--- src/rtl/dcc_loco_packet_former_unit_macros.svh ---
// ---------------------------------------------------------------------------
// dcc loco packet former assertion macros
// shared concurrent assertion forms for the packet former rtl
// ---------------------------------------------------------------------------
`ifndef DCC_LOCO_PACKET_FORMER_UNIT_MACROS_SVH
`define DCC_LOCO_PACKET_FORMER_UNIT_MACROS_SVH

// same-cycle implication
`define DLPF_ASSERT_IMP(label, clk, rst, ante, cons, msg) \
   label: assert property (@(posedge clk) disable iff (rst) (ante) |-> (cons)) \
      else $error(msg);

// next-cycle implication
`define DLPF_ASSERT_NXT(label, clk, rst, ante, cons, msg) \
   label: assert property (@(posedge clk) disable iff (rst) (ante) |=> (cons)) \
      else $error(msg);

`endif

--- src/rtl/dcc_lpf_pkg.sv ---
// ---------------------------------------------------------------------------
// dcc loco packet former package
// shared types, opcodes and widths for the packet former
// ---------------------------------------------------------------------------
`default_nettype none

package dcc_lpf_pkg;

   localparam int FUNC_MAX               = 29;
   localparam int FUNCTION_COUNT_DEFAULT = 29;
   localparam int ADDR_W                 = 14;
   localparam int SPEED_W                = 7;
   localparam int BYTE_W                 = 8;
   localparam int LEN_W                  = 3;
   localparam int REQ_DATA_W             = 40;
   localparam int REQ_USER_W             = 3;
   localparam int RSP_DATA_W             = 40;

   localparam logic [SPEED_W-1:0] SPEED_MAX        = 7'd126;
   localparam logic [ADDR_W-1:0]  SHORT_ADDR_MAX   = 14'd127;
   localparam logic [BYTE_W-1:0]  LONG_ADDR_PREFIX = 8'hC0;
   localparam logic [BYTE_W-1:0]  SPEED_ESTOP      = 8'h01;

   // instruction bytes
   localparam logic [BYTE_W-1:0] OP_SPEED128  = 8'h3F;
   localparam logic [BYTE_W-1:0] OP_GROUP_F0  = 8'h80;
   localparam logic [BYTE_W-1:0] OP_GROUP_F5  = 8'hB0;
   localparam logic [BYTE_W-1:0] OP_GROUP_F9  = 8'hA0;
   localparam logic [BYTE_W-1:0] OP_EXP_F13   = 8'hDE;
   localparam logic [BYTE_W-1:0] OP_EXP_F21   = 8'hDF;
   localparam logic [3:0]        NIB_GROUP_F9 = 4'hA;
   localparam logic [3:0]        NIB_GROUP_F5 = 4'hB;
   localparam logic [2:0]        TOP_GROUP_F0 = 3'b100;

   localparam logic [LEN_W-1:0] LEN_TWO   = 3'd2;
   localparam logic [LEN_W-1:0] LEN_THREE = 3'd3;
   localparam logic [LEN_W-1:0] LEN_FOUR  = 3'd4;

   typedef enum logic [1:0] {
      MODE_THROTTLE = 2'd0,
      MODE_FUNCTION = 2'd1,
      MODE_REFRESH  = 2'd2,
      MODE_ESTOP    = 2'd3
   } mode_type;

   typedef enum logic [2:0] {
      PKT_SPEED   = 3'd0,
      PKT_F0_F4   = 3'd1,
      PKT_F5_F8   = 3'd2,
      PKT_F9_F12  = 3'd3,
      PKT_F13_F20 = 3'd4,
      PKT_F21_F28 = 3'd5
   } pkt_idx_type;

   typedef struct packed {
      logic [ADDR_W-1:0]   address;
      logic [BYTE_W-1:0]   speed_byte;
      logic [FUNC_MAX-1:0] functions;
   } burst_type;

endpackage

`default_nettype wire

--- src/rtl/dcc_lpf_state.sv ---
// ---------------------------------------------------------------------------
// dcc loco packet former state
// locomotive state registers, command decode and burst descriptor
// ---------------------------------------------------------------------------
`default_nettype none

module dcc_lpf_state #(
   parameter int FUNCTION_COUNT = dcc_lpf_pkg::FUNCTION_COUNT_DEFAULT
) (
   input  wire logic                             clock,
   input  wire logic                             reset,
   input  wire logic                             accept,
   input  wire dcc_lpf_pkg::mode_type            mode,
   input  wire logic [dcc_lpf_pkg::ADDR_W-1:0]   loco_address,
   input  wire logic [dcc_lpf_pkg::SPEED_W-1:0]  speed_step,
   input  wire logic                             direction,
   input  wire logic [dcc_lpf_pkg::BYTE_W-1:0]   function_byte,
   input  wire logic [dcc_lpf_pkg::BYTE_W-1:0]   second_byte,
   input  wire logic                             has_second,
   output logic                                  start,
   output dcc_lpf_pkg::burst_type                burst
);
   import dcc_lpf_pkg::*;

   logic [ADDR_W-1:0]         address_ff,   address_in;
   logic [SPEED_W-1:0]        speed_ff,     speed_in;
   logic                      direction_ff, direction_in;
   logic [FUNCTION_COUNT-1:0] func_ff,      func_in;
   logic                      stop_ff,      stop_in;

   logic [ADDR_W-1:0]   addr_cmd;
   logic [SPEED_W-1:0]  speed_cmd;
   logic                dir_cmd;
   logic                stop_cmd;
   logic [FUNC_MAX-1:0] func_cmd;

   always_comb begin
      addr_cmd  = address_ff;
      speed_cmd = speed_ff;
      dir_cmd   = direction_ff;
      stop_cmd  = stop_ff;
      func_cmd  = FUNC_MAX'(func_ff);
      if (accept) begin
         case (mode)
            MODE_THROTTLE: begin
               addr_cmd  = loco_address;
               speed_cmd = (speed_step > SPEED_MAX) ? SPEED_MAX : speed_step;
               dir_cmd   = direction;
               stop_cmd  = 1'b0;
            end
            MODE_FUNCTION: begin
               addr_cmd = loco_address;
               if (has_second) begin
                  if (function_byte == OP_EXP_F13) begin
                     func_cmd[20:13] = second_byte;
                  end else if (function_byte == OP_EXP_F21) begin
                     func_cmd[28:21] = second_byte;
                  end
               end else if (function_byte[7:4] == NIB_GROUP_F9) begin
                  func_cmd[12:9] = function_byte[3:0];
               end else if (function_byte[7:4] == NIB_GROUP_F5) begin
                  func_cmd[8:5] = function_byte[3:0];
               end else if (function_byte[7:5] == TOP_GROUP_F0) begin
                  func_cmd[0]   = function_byte[4];
                  func_cmd[4:1] = function_byte[3:0];
               end
            end
            MODE_REFRESH: begin
            end
            MODE_ESTOP: begin
               stop_cmd = 1'b1;
            end
            default: begin
            end
         endcase
      end
   end

   assign start = accept && (mode != MODE_ESTOP);

   always_comb begin
      address_in   = addr_cmd;
      speed_in     = speed_cmd;
      direction_in = dir_cmd;
      func_in      = func_cmd[FUNCTION_COUNT-1:0];
      stop_in      = stop_cmd;
      burst.address    = addr_cmd;
      burst.functions  = FUNC_MAX'(func_in);
      burst.speed_byte = {dir_cmd, speed_cmd + SPEED_W'(speed_cmd != '0)};
      if (start && stop_cmd) begin
         burst.speed_byte = SPEED_ESTOP;
         stop_in          = 1'b0;
         speed_in         = '0;
      end
   end

   always_ff @(posedge clock) begin
      if (reset) begin
         address_ff   <= '0;
         speed_ff     <= '0;
         direction_ff <= 1'b0;
         func_ff      <= '0;
         stop_ff      <= 1'b0;
      end else begin
         address_ff   <= address_in;
         speed_ff     <= speed_in;
         direction_ff <= direction_in;
         func_ff      <= func_in;
         stop_ff      <= stop_in;
      end
   end

endmodule

`default_nettype wire

--- src/rtl/dcc_lpf_emit.sv ---
// ---------------------------------------------------------------------------
// dcc loco packet former emitter
// burst snapshot, packet sequencer and registered result stage
// ---------------------------------------------------------------------------
`default_nettype none
`include "dcc_loco_packet_former_unit_macros.svh"

module dcc_lpf_emit (
   input  wire logic                                clock,
   input  wire logic                                reset,
   input  wire logic                                start,
   input  wire dcc_lpf_pkg::burst_type              burst,
   output logic                                     free,
   output logic                                     rsp_tvalid,
   input  wire logic                                rsp_tready,
   // packet_length[2:0], byte_zero[10:3], byte_one[18:11],
   // byte_two[26:19], byte_three[34:27], zero pad
   output logic [dcc_lpf_pkg::RSP_DATA_W-1:0]       rsp_tdata,
   output logic                                     rsp_tlast
);
   import dcc_lpf_pkg::*;

   burst_type   snap_ff;
   logic        busy_ff,  busy_in;
   pkt_idx_type count_ff, count_in;

   logic                  out_valid_ff, out_valid_in;
   logic [LEN_W-1:0]      len_ff,       len_in;
   logic [BYTE_W-1:0]     b0_ff, b1_ff, b2_ff, b3_ff;
   logic [BYTE_W-1:0]     b0_in, b1_in, b2_in, b3_in;
   logic                  last_ff,      last_in;

   logic              load;
   logic              at_last;
   logic              long_addr;
   logic [BYTE_W-1:0] d0;
   logic [BYTE_W-1:0] d1;
   logic              two;

   assign load      = busy_ff && (!out_valid_ff || rsp_tready);
   assign at_last   = (count_ff == PKT_F21_F28);
   assign free      = !busy_ff || (load && at_last);
   assign long_addr = (snap_ff.address > SHORT_ADDR_MAX);

   always_comb begin
      d0  = '0;
      d1  = '0;
      two = 1'b0;
      case (count_ff)
         PKT_SPEED: begin
            d0  = OP_SPEED128;
            d1  = snap_ff.speed_byte;
            two = 1'b1;
         end
         PKT_F0_F4: begin
            d0 = OP_GROUP_F0 | {3'b000, snap_ff.functions[0], snap_ff.functions[4:1]};
         end
         PKT_F5_F8: begin
            d0 = OP_GROUP_F5 | {4'h0, snap_ff.functions[8:5]};
         end
         PKT_F9_F12: begin
            d0 = OP_GROUP_F9 | {4'h0, snap_ff.functions[12:9]};
         end
         PKT_F13_F20: begin
            d0  = OP_EXP_F13;
            d1  = snap_ff.functions[20:13];
            two = 1'b1;
         end
         PKT_F21_F28: begin
            d0  = OP_EXP_F21;
            d1  = snap_ff.functions[28:21];
            two = 1'b1;
         end
         default: begin
         end
      endcase
   end

   always_comb begin
      out_valid_in = out_valid_ff;
      len_in       = len_ff;
      b0_in        = b0_ff;
      b1_in        = b1_ff;
      b2_in        = b2_ff;
      b3_in        = b3_ff;
      last_in      = last_ff;
      if (load) begin
         out_valid_in = 1'b1;
         last_in      = at_last;
         if (long_addr) begin
            len_in = two ? LEN_FOUR : LEN_THREE;
            b0_in  = LONG_ADDR_PREFIX | {2'b00, snap_ff.address[13:8]};
            b1_in  = snap_ff.address[7:0];
            b2_in  = d0;
            b3_in  = two ? d1 : '0;
         end else begin
            len_in = two ? LEN_THREE : LEN_TWO;
            b0_in  = snap_ff.address[7:0];
            b1_in  = d0;
            b2_in  = two ? d1 : '0;
            b3_in  = '0;
         end
      end else if (rsp_tready) begin
         out_valid_in = 1'b0;
      end
   end

   always_comb begin
      busy_in  = busy_ff;
      count_in = count_ff;
      if (load) begin
         count_in = pkt_idx_type'(count_ff + 3'd1);
         if (at_last) begin
            busy_in = 1'b0;
         end
      end
      if (start) begin
         busy_in  = 1'b1;
         count_in = PKT_SPEED;
      end
   end

   always_ff @(posedge clock) begin
      if (start) begin
         snap_ff <= burst;
      end
   end

   always_ff @(posedge clock) begin
      if (reset) begin
         busy_ff      <= 1'b0;
         count_ff     <= PKT_SPEED;
         out_valid_ff <= 1'b0;
      end else begin
         busy_ff      <= busy_in;
         count_ff     <= count_in;
         out_valid_ff <= out_valid_in;
      end
   end

   always_ff @(posedge clock) begin
      len_ff  <= len_in;
      b0_ff   <= b0_in;
      b1_ff   <= b1_in;
      b2_ff   <= b2_in;
      b3_ff   <= b3_in;
      last_ff <= last_in;
   end

   assign rsp_tvalid = out_valid_ff;
   assign rsp_tlast  = last_ff;
   assign rsp_tdata  = RSP_DATA_W'({b3_ff, b2_ff, b1_ff, b0_ff, len_ff});

   `DLPF_ASSERT_IMP(a_count_range, clock, reset, busy_ff, count_ff <= PKT_F21_F28,
      "packet index out of range")
   `DLPF_ASSERT_NXT(a_start_first, clock, reset, start,
      busy_ff && (count_ff == PKT_SPEED), "burst did not start at speed packet")
   `DLPF_ASSERT_NXT(a_end_idle, clock, reset, load && at_last && !start,
      !busy_ff && rsp_tvalid && rsp_tlast, "burst did not close on last packet")
   `DLPF_ASSERT_IMP(a_start_free, clock, reset, start, free,
      "burst started while sequencer occupied")

endmodule

`default_nettype wire

--- src/rtl/dcc_loco_packet_former_unit.sv ---
// first packet: registered in the result stage after the command loads the burst snapshot
// packets: six per burst, one per cycle from the packet sequencer while the receiver is ready;
//   next command taken in the cycle the sixth packet enters the result register
// emergency stop: taken without starting a burst, emits no packet
// reset: synchronous, clears locomotive state, stop flag, sequencer and result valid
// ---------------------------------------------------------------------------
// dcc loco packet former unit
// single locomotive state keeper emitting six-packet dcc refresh bursts
// ---------------------------------------------------------------------------
`default_nettype none

module dcc_loco_packet_former_unit #(
   parameter int FUNCTION_COUNT = dcc_lpf_pkg::FUNCTION_COUNT_DEFAULT
) (
   input  wire logic                               clock,
   input  wire logic                               reset,
   input  wire logic                               req_tvalid,
   output logic                                    req_tready,
   // loco_address[13:0], speed_step[20:14], direction[21],
   // function_byte[29:22], second_byte[37:30], zero pad
   input  wire logic [dcc_lpf_pkg::REQ_DATA_W-1:0] req_tdata,
   // mode[1:0], has_second[2]
   input  wire logic [dcc_lpf_pkg::REQ_USER_W-1:0] req_tuser,
   output logic                                    rsp_tvalid,
   input  wire logic                               rsp_tready,
   // packet_length[2:0], byte_zero[10:3], byte_one[18:11],
   // byte_two[26:19], byte_three[34:27], zero pad
   output logic [dcc_lpf_pkg::RSP_DATA_W-1:0]      rsp_tdata,
   output logic                                    rsp_tlast
);
   import dcc_lpf_pkg::*;

   logic      accept;
   logic      start;
   logic      free;
   burst_type burst;

   assign req_tready = free;
   assign accept     = req_tvalid && free;

   dcc_lpf_state #(
      .FUNCTION_COUNT (FUNCTION_COUNT)
   ) u_state (
      .clock         (clock),
      .reset         (reset),
      .accept        (accept),
      .mode          (mode_type'(req_tuser[1:0])),
      .loco_address  (req_tdata[13:0]),
      .speed_step    (req_tdata[20:14]),
      .direction     (req_tdata[21]),
      .function_byte (req_tdata[29:22]),
      .second_byte   (req_tdata[37:30]),
      .has_second    (req_tuser[2]),
      .start         (start),
      .burst         (burst)
   );

   dcc_lpf_emit u_emit (
      .clock      (clock),
      .reset      (reset),
      .start      (start),
      .burst      (burst),
      .free       (free),
      .rsp_tvalid (rsp_tvalid),
      .rsp_tready (rsp_tready),
      .rsp_tdata  (rsp_tdata),
      .rsp_tlast  (rsp_tlast)
   );

endmodule

`default_nettype wire

--- config.mk ---
export PLATFORM = sky130hd
export DESIGN_NAME = dcc_loco_packet_former_unit
export DESIGN_NICKNAME = d
export VERILOG_FILES = /design/src/rtl/dcc_lpf_pkg.sv /design/src/rtl/dcc_lpf_state.sv /design/src/rtl/dcc_lpf_emit.sv /design/src/rtl/dcc_loco_packet_former_unit.sv
export VERILOG_INCLUDE_DIRS = /design/src /design/src/rtl
export SDC_FILE = /design/constraint.sdc
export NUM_CORES = 1
export LEC_CHECK = 0
export BUFFER_PORTS_ARGS = -buffer_cell sky130_fd_sc_hd__buf_2
export CELL_PAD_IN_SITES_DETAIL_PLACEMENT = 0
export CELL_PAD_IN_SITES_GLOBAL_PLACEMENT = 1
export CORE_ASPECT_RATIO = 1.4
export CORE_MARGIN = 2
export CORE_UTILIZATION = 30
export DETAILED_ROUTE_END_ITERATION = 10
export PLACE_DENSITY_LB_ADDON = 0.1
export SKIP_LAST_GASP = 1
export SLEW_MARGIN = 5
export SYNTH_ARGS = -nofsm -noshare
export SYNTH_HDL_FRONTEND = slang
export SYNTH_SLANG_ARGS = --single-unit
--- constraint.sdc ---
create_clock -name clock -period 11.75 [get_ports clock]
set_input_delay 1.175 -clock clock [delete_from_list [all_inputs] [get_ports clock]]
set_output_delay 1.175 -clock clock [all_outputs]
set_load 0.05 [all_outputs]
After elaboration in Yosys (flattened, before gate mapping)
Index checks and enable logic that the tools add are counted. Widths: inputs -> output; s select.

$add $sub $neg: 2. Magnitude comparators: 2. Eq/ne operators: 13. Muxes and demuxes: 36. Reductions and logical operators: 20.

Operators with widths (number): $mux 29 (2); $mux 8 (6); $pmux 8 s6 (1); $mux 14 (2); $pmux 8 s3 (1); $mux 7 (3); $eq 8x8->1 const B (2); $mux 16 (1); $gt 14x7->1 const B (1); $mux 13 (1); $mux 1 (10); $mux 5 (2); $eq 3x3->1 const B (3); $mux 9 (1); $eq 4x4->1 const B (2); $mux 4 (2); $add 7x1->7 (1); $gt 7x7->1 const B (1); $reduce_bool 7->1 (1); $eq 3x2->1 const B (2); $mux 3 (2); $mux 6 (1); $reduce_bool 2->1 (3); $reduce_or 2->1 (3); 13 further kinds (19).

Register bits: 144. Output and inout port bits: 43.

Logic depth before layout (Yosys ltp)
Gate-level depths: netlist (run 1).

Depth in word-level cells: 9. Depth in mapped cells: 14. Mapped depth without buffers: 12.

Hierarchy
A second synthesis (run 1) with hierarchy kept.

Cells, all modules: 443. Area total of the unflattened synthesis: 5984.5 um^2.

Modules (own cells, without submodules): dcc_lpf_emit (instances 1, cells each 218, area each 3578.4 um^2, sequential area each 2712.6 um^2); dcc_lpf_state (instances 1, cells each 224, area each 2399.8 um^2, sequential area each 1041.0 um^2); dcc_loco_packet_former_unit (instances 1, cells each 1, area each 6.3 um^2, sequential area each 0.0 um^2).

Worst setup path after synthesis (run 1)
No wires, ideal clock.

Kind: in2reg. Start point: input port rsp_tready. End point: register u_emit.count_ff[2]. Arrival time: 5.506 ns. Setup slack: 5.882 ns. Cell stages on the path: 5. Cells stage by stage: nor2b_1 > o21a_1 > buf_6 > nor3_1 > a2111oi_0.

Word-level cells in the longest chain between the ends: 7.

Ends and longest elaborated chain: from (decl) (line dcc_loco_packet_former_unit.sv:25) `input wire logic rsp_tready,`; $logic_or 1x1->1 (line dcc_lpf_emit.sv:40) `assign load = busy_ff && (!out_valid_ff || rsp_tready);`; $logic_and 1x1->1 (line dcc_lpf_emit.sv:40); $logic_and 1x1->1 (line dcc_lpf_emit.sv:42) `assign free = !busy_ff || (load && at_last);`; $logic_or 1x1->1 (line dcc_lpf_emit.sv:42); $logic_and 1x1->1 (line dcc_loco_packet_former_unit.sv:39) `assign accept = req_tvalid && free;`; $logic_and 1x1->1 (line dcc_lpf_state.sv:79) `assign start = accept && (mode != MODE_ESTOP);`; via start (line dcc_loco_packet_former_unit.sv:34) `logic start;`; $reduce_or 2->1 (no source line); to (signal assigned) (line dcc_lpf_emit.sv:136) `count_ff <= count_in;`; to (decl) (line dcc_lpf_emit.sv:25) `pkt_idx_type count_ff, count_in;`.

The timed path passes the listed nets, and every way through them passes these cells. A chain may end at the register's enable or synchronous reset.

Final worst setup path (run 1)
Start point: input port rsp_tready. End point: register u_emit.snap_ff[29] in the netlist's numbering, data pin.

Word-level cells in the longest chain between the ends: 8. Elaborated cells between the ends (all ways): 11. Those cells by class: 1 x add/sub; 2 x mux; 8 x reduce/logical.

Ends and longest elaborated chain: $logic_or 1x1->1 (*) (line dcc_lpf_emit.sv:40); $logic_and 1x1->1 (*) (line dcc_lpf_emit.sv:40); $logic_and 1x1->1 (*) (line dcc_lpf_emit.sv:42); $logic_or 1x1->1 (*) (line dcc_lpf_emit.sv:42); $logic_and 1x1->1 (*) (line dcc_loco_packet_former_unit.sv:39); $mux 7 (line dcc_lpf_state.sv:43) `if (accept) begin`; $reduce_bool 7->1 (line dcc_lpf_state.sv:89) `burst.speed_byte = {dir_cmd, speed_cmd + SPEED_W'(speed_cmd != '0)};`; $add 7x1->7 (line dcc_lpf_state.sv:89); to (signal assigned) (line dcc_lpf_emit.sv:125) `snap_ff <= burst;`; to (decl) (line dcc_lpf_emit.sv:23) `burst_type snap_ff;`.

Mark *: on every way between the ends. The rest lies on a longest branch, timed or not.

==> results of run 1 <==
==> logic make-up after synthesis <==
logic type	count (synthesis)
xor+xnor	9
mux	50
buf+inv	40
simple gates	158
fa+ha+maj	10
other cells	1
compound gates	74
flops	144
==> per-layer routing <==
layer / routed length [um] / global-route usage
met5: 0 / 0
met4: 199 / 0.05325
met3: 496 / 0.03280
met2: 7253 / 0.2402
met1: 6233 / 0.1613
==> cells in the final DEF (no fill, tap or decap), types with 4 or more instances in the layout <==
cell type,instances
mux2i_1,6
edfxtp_1,87
clkbuf_16,17
nor2_1,31
buf_2,82
nor2b_1,46
xnor2_1,4
and3_1,10
clkinv_2,4
and2_1,4
buf_4,4
nand3_1,5
inv_1,11
mux2_2,39
nor3_1,17
nand2_1,25
ha_1,10
conb_1,5
a21o_1,7
dfxtp_1,57
xor2_1,5
a22oi_1,8
o211ai_1,4
mux2_1,5
a31oi_1,8
o21ai_0,20
a21oi_1,14
==> power by group <==
group / switching [mW] / internal, mW / total [mW]
combinational: 0.0939 / 0.0379 / 0.132
clock: 0.200 / 0.344 / 0.544
sequential: 0.0100 / 0.566 / 0.576
==> critical path, cell delays in order <==
cell and delay, ps:
buf_2 90, nor2b_1 350, o21a_1 450, clkinv_2 340, nand2_2 280, mux2i_1 280
ha_1 210, or4b_2 590, nor3_1 190, xor2_1 170, o211ai_1 100
==> flip-flops by register name, summed over array words and instances (netlist names) <==
| signal | count |
|---|---|
| u_emit.busy_ff | 1 |
| u_emit.b3_ff | 8 |
| u_emit.b1_ff | 8 |
| u_state.func_ff | 29 |
| u_emit.snap_ff | 51 |
| u_emit.count_ff | 3 |
| u_emit.b0_ff | 8 |
| u_state.stop_ff | 1 |
| u_emit.rsp_tvalid | 1 |
| u_state.address_ff | 14 |
| u_state.direction_ff | 1 |
| u_state.speed_ff | 7 |
| u_emit.b2_ff | 8 |
| u_emit.rsp_tlast | 1 |
| u_emit.len_ff | 3 |
==> cell type report <==
type	count	area (um^2)	area share
Clock inverter	11	138.9	0.01897
Tap cell	252	315.3	0.04307
Sequential cell	144	3754	0.5127
Timing Repair Buffer	86	440.4	0.06016
Multi-Input combinational cell	306	2162	0.2953
Clock buffer	21	460.4	0.06290
Inverter	13	50.05	0.006836
==> metrics by stage <==
step	worst slack (ps)	utilization
3_5_place_dp	7202	0.3387
5_1_grt	7413	0.3689
4_1_cts	7647	0.3689
2_1_floorplan	5882	-
3_3_place_gp	7276	0.3387
6_report	7647	0.3689
==> worst paths after layout <==
check	end	depth (start not counted)
max	u_emit.snap_ff[29]	11
min	u_state.stop_ff	2
max reg2reg	u_emit.snap_ff[29]	12
min reg2reg	u_state.stop_ff	2
==> impl_metrics.env, run 1 <==
export IMPL_status="finished, final reports clean"
export IMPL_fin_crit_sh=0.3492
export IMPL_yosysSeqAreaShare=0.6178
export IMPL_yosys_area_share_adder=0.02059
export IMPL_layout_cells_non_filler=833
export IMPL_layout_drive_gt1_share=0.2840
export IMPL_grt_pass1_vias=4055
export IMPL_slew_violations=0
export IMPL_clock_sinks=144
export IMPL_fin_crit_ps=4103
export IMPL_cts_resized_gates=0
export IMPL_yosysWarnings=0
export IMPL_syn_area_mm2=0.006076
export IMPL_detailed_place_area_mm2=0.006721
export IMPL_final_area_mm2=0.007321
export IMPL_synth_xor_area_share=0.01297
export IMPL_vdd_drop_max_mv=0.08832
export IMPL_dr_total_vias=3905
export IMPL_gr_total_overflow=0
export IMPL_ys_ff_latch=144
export IMPL_end_kind="flop"
export IMPL_vias_per_cell=4.688
export IMPL_drtPass1Iterations=4
export IMPL_critPathLaunchType="primary input"
export IMPL_power_mw=1.252
export IMPL_p_per_area_mw_per_mm2=171.0
export IMPL_worstReg2RegStart="u_emit.count_ff[1]"
export IMPL_clock_skew_ps=9.703
export IMPL_clockBufferDepth=2
export IMPL_netlist_cell_type_count=48
export IMPL_die_w_um=124.3
export IMPL_die_h_um=172.4
export IMPL_setup_tns_ps=0
export IMPL_syn_inst=486
export IMPL_synth_area_top_cells="edfxtp_1 43%, dfxtp_1 19%, mux2_2 7.2%"
export IMPL_postSynth_asyncResetShare=0
export IMPL_hold_buffers=0
export IMPL_synth_edf_count=87
export IMPL_row_count=61
export IMPL_grt_max_degree=58
export IMPL_boundaryPins=90
export IMPL_diodes=0
export IMPL_min_from="u_state.stop_ff"
export IMPL_gp_congestion=0.7517
export IMPL_antenna_found_initial=0
export IMPL_synth_flop_cell="edfxtp_1"
export IMPL_arrival_ps=4240
export IMPL_cts_max_level=4
export IMPL_synth_compound_area_frac=0.07990
export IMPL_synth_avg_cell_area_um2=12.50
export IMPL_cp_startpoint="rsp_tready"
export IMPL_first_iter_violations=190
export IMPL_drc=0
export IMPL_area_growth_pct=20.49
export IMPL_coreArea_mm2=0.01984
export IMPL_synthMuxAreaShare=0.09143
export IMPL_ant_nets=0
export IMPL_rsz0062_at_grt="false"
export IMPL_clk_latency_ps=410
export IMPL_wl_per_cell_um=17.03
export IMPL_path_clk_slew_ps=60
export IMPL_synthSimpleGateAreaFrac=0.1458
export IMPL_cts_tree="done"
export IMPL_netlist_area_leader_share=0.4300
export IMPL_r2r_slack_ps=7790
export IMPL_worst_slew_pin_slew_ps=795.2
export IMPL_nNetsFinal=625
export IMPL_grt_first_pass_wirelength_um=22540
export IMPL_start_util=0.3062
export IMPL_max_cap_viol_count=0
export IMPL_synth_top_family_by_area="simple AND/OR/NAND/NOR gates"
export IMPL_slew_headroom=0.4699
export IMPL_root_buffer="clkbuf_16"
export IMPL_setup_violations=0
export IMPL_dieArea_mm2=0.02142
export IMPL_synth_commonest_cells="87 x edfxtp_1, 57 x dfxtp_1, 47 x nor2b_1"
export IMPL_dp_cells=801
export IMPL_cp_data_required_time_ps=11890
export IMPL_drt_wl_total_um=14180
export IMPL_max_freq_ghz=0.2437
export IMPL_fillers=2015
export IMPL_holdCritPathClass="reg2reg"
export IMPL_dp_hpwl_um=9892
export IMPL_timing_hold_ws_ps=498.0
export IMPL_synth_top_cell_by_area="edfxtp_1"
export IMPL_post_cts_buffers=0
export IMPL_hold_viol=0
export IMPL_io_buffers=82
export IMPL_yosysMostFrequentCell="edfxtp_1"
export IMPL_leakage_nw=2.951
export IMPL_critPathKind="in2reg"
export IMPL_crit_fanout=11
export IMPL_numCtsBuffers=17
export IMPL_gr_usage_all_layers=0.1365
No activity file was read; power rests on OpenSTA's default activity.
==> inputs of run 2 (changes only) <==
- clock period: 11.75 -> 3.7 ns (I/O delays scaled with it)
==> run 2 against run 1 <==
  * Register-to-register slack got worse by 7300 ps
  * Routed wire length decreased by 2.4%
  * Hold slack got worse by 260 ps
  * Global-route usage decreased by 0.17 points
  * Clock-buffer cell count decreased by 2
  * Die area unchanged
  * Clock power increased to 3.1 times the previous value
  * Total power increased to 3.1 times the previous value
  * Critical path type is now reg2reg
  * Critical endpoint unchanged
==> impl_metrics.env, run 2 (synthesized netlist as in run 1, its figures left out) <==
export IMPL_ant_nets=0
export IMPL_arrival_ps=3310
export IMPL_p_per_area_mw_per_mm2=533.2
export IMPL_worstReg2RegStart="u_emit.count_ff[1]"
export IMPL_gr_usage_all_layers=0.1347
export IMPL_vdd_drop_max_mv=0.3178
export IMPL_critPathLaunchType="flop"
export IMPL_cp_data_required_time_ps=3850
export IMPL_slew_headroom=0.4486
export IMPL_worst_slew_pin_slew_ps=827.1
export IMPL_max_cap_viol_count=0
export IMPL_leakage_nw=2.940
export IMPL_die_h_um=172.4
export IMPL_setup_violations=0
export IMPL_cts_resized_gates=0
export IMPL_netSwitchingFraction=0.2542
export IMPL_final_cell_mix="87 x edfxtp_1, 82 x buf_2, 57 x dfxtp_1"
export IMPL_area_growth_pct=20.51
export IMPL_r2r_slack_ps=530
export IMPL_start_util=0.3062
export IMPL_clock_sinks=144
export IMPL_power_mw=3.904
export IMPL_fillers=1991
export IMPL_dp_hpwl_um=9922
export IMPL_crit_end="u_emit.snap_ff[29]"
export IMPL_critPathMaxStageDelay_ps=580
export IMPL_rsz0062_at_grt="false"
export IMPL_coreArea_mm2=0.01984
export IMPL_path_clk_slew_ps=60
export IMPL_p_seq_frac=0.468
export IMPL_holdCritPathClass="in2reg"
export IMPL_vias_per_cell=4.640
export IMPL_status="finished, final reports clean"
export IMPL_layout_cells_non_filler=836
export IMPL_gp_congestion=0.7323
export IMPL_regMostFlops="u_emit.snap_ff"
export IMPL_dieArea_mm2=0.02142
export IMPL_boundaryPins=90
export IMPL_r2r_end="u_emit.snap_ff[29]"
export IMPL_regArea_mm2=0.003754
export IMPL_drt_wl_total_um=13840
export IMPL_fin_crit_sh=0.8554
export IMPL_io_buffers=82
export IMPL_cts_max_level=4
export IMPL_drtPass1Iterations=4
export IMPL_clock_skew_ps=7.760
export IMPL_cp_slowest_cell="or4b_2"
export IMPL_grt_max_degree=55
export IMPL_grt_first_pass_wirelength_um=22000
export IMPL_row_count=61
export IMPL_diodes=0
export IMPL_antenna_found_initial=0
export IMPL_end_kind="flop"
export IMPL_reg_top3="u_emit.snap_ff: 51 flops, u_state.func_ff: 29 flops, u_state.address_ff: 14 flops"
export IMPL_cp_startpoint="u_emit.count_ff[1]"
export IMPL_first_iter_violations=211
export IMPL_critPathKind="reg2reg"
export IMPL_setup_tns_ps=0
export IMPL_nNetsFinal=628
export IMPL_gr_total_overflow=0
export IMPL_postLayoutSetupSlackWorst_ps=534.9
export IMPL_grt_pass1_vias=3972
export IMPL_numCtsBuffers=17
export IMPL_layout_commonest_cell="edfxtp_1"
export IMPL_fin_crit_ps=3165
export IMPL_clockPowerShare=0.424
export IMPL_wl_per_cell_um=16.55
export IMPL_hold_viol=0
export IMPL_max_freq_ghz=0.3159
export IMPL_cts_tree="done"
export IMPL_min_path_cells=3
export IMPL_intPower_mw=2.912
export IMPL_root_buffer="clkbuf_16"
export IMPL_clk_latency_ps=420
export IMPL_drc=0
export IMPL_p_switching_mw=0.9923
export IMPL_hold_buffers=0
export IMPL_pre_cts_ws_ps=398.2
export IMPL_multiInputGateArea_mm2=0.002168
export IMPL_clockBufferDepth=2
export IMPL_dp_cells=804
export IMPL_slew_violations=0
export IMPL_r2r_cells=12
export IMPL_crit_fanout=11
export IMPL_post_cts_buffers=0
export IMPL_layout_drive_gt1_share=0.2894
export IMPL_p_comb_frac=0.108
export IMPL_dr_total_vias=3879
export IMPL_crit_chain="inv_1 -> ha_1 -> nand2_2 -> o21a_1 -> clkinv_2 -> nand2_2 -> mux2i_1 -> ha_1 -> or4b_2 -> nor3_1 -> xor2_1 -> o211ai_1"
export IMPL_die_w_um=124.3
export IMPL_timing_hold_ws_ps=234.2
export IMPL_largest_reg_flops=51
==> run 2: cell count changes in the layout (fill, tap and decap cells not counted), sizes merged <==
| cell | delta |
|---|---|
| bufinv | -1 |
| buf | +3 |
| clkinv | -2 |
| clkinvlp | +4 |
| clkbuf | -2 |
| inv | +1 |
==> run 2: power by group through the flow <==
| stage | registers (mW) | clock network, mW | logic, mW |
|---|---|---|---|
| 2_1_floorplan | 1.95 | 0 | 0.213 |
| 3_3_place_gp | 1.86 | 0 | 0.425 |
| 3_5_place_dp | 1.86 | 0 | 0.428 |
| 4_1_cts | 1.83 | 1.70 | 0.429 |
| 5_1_grt | 1.83 | 1.77 | 0.465 |
| 6_report | 1.83 | 1.66 | 0.421 |
==> run 2: worst min path at each step <==
stage | from | end | slack [ps]
after floorplan | u_state.direction_ff | u_state.direction_ff | 460
after global placement | u_state.direction_ff | u_state.direction_ff | 480
after detailed placement | u_state.direction_ff | u_state.direction_ff | 480
final | req_tdata[21] | u_state.direction_ff | 230
after CTS | req_tdata[21] | u_state.direction_ff | 220
after global routing | req_tdata[21] | u_state.direction_ff | 240
==> run 2: routing by layer <==
| layer | up-vias | share of wire | global-route usage |
|---|---|---|---|
| met5 | - | 0 | 0 |
| met4 | 0 | 0.021 | 0.05960 |
| met3 | 19 | 0.036 | 0.03218 |
| met2 | 91 | 0.50 | 0.2331 |
| met1 | 1845 | 0.44 | 0.1600 |
| li1 | 1924 | - | - |
==> run 2: worst max-delay path, delay by kind of cell (launching register included) <==
kind            cells  cell delay (ps)
mux                 1              260
flops               1              350
fa+ha+maj           2              410
compound gates      2              250
simple gates        4             1150
buf+inv             2              310
xor+xnor            1              160
==> run 2: stage by stage <==
step / util / cell area, um^2
after floorplan: - / 6096
after global placement: 0.3402 / 6750
after detailed placement: 0.3402 / 6750
after CTS: 0.3690 / 7322
after global routing: 0.3690 / 7322
final: 0.3690 / 7322
==> run 2: cell type report <==
type,count,share of cell area
Inverter,13,0.006835
Multi-Input combinational cell,306,0.2961
Tap cell,252,0.04306
Timing Repair Buffer,89,0.06323
Clock inverter,13,0.01897
Clock buffer,19,0.05913
Sequential cell,144,0.5126
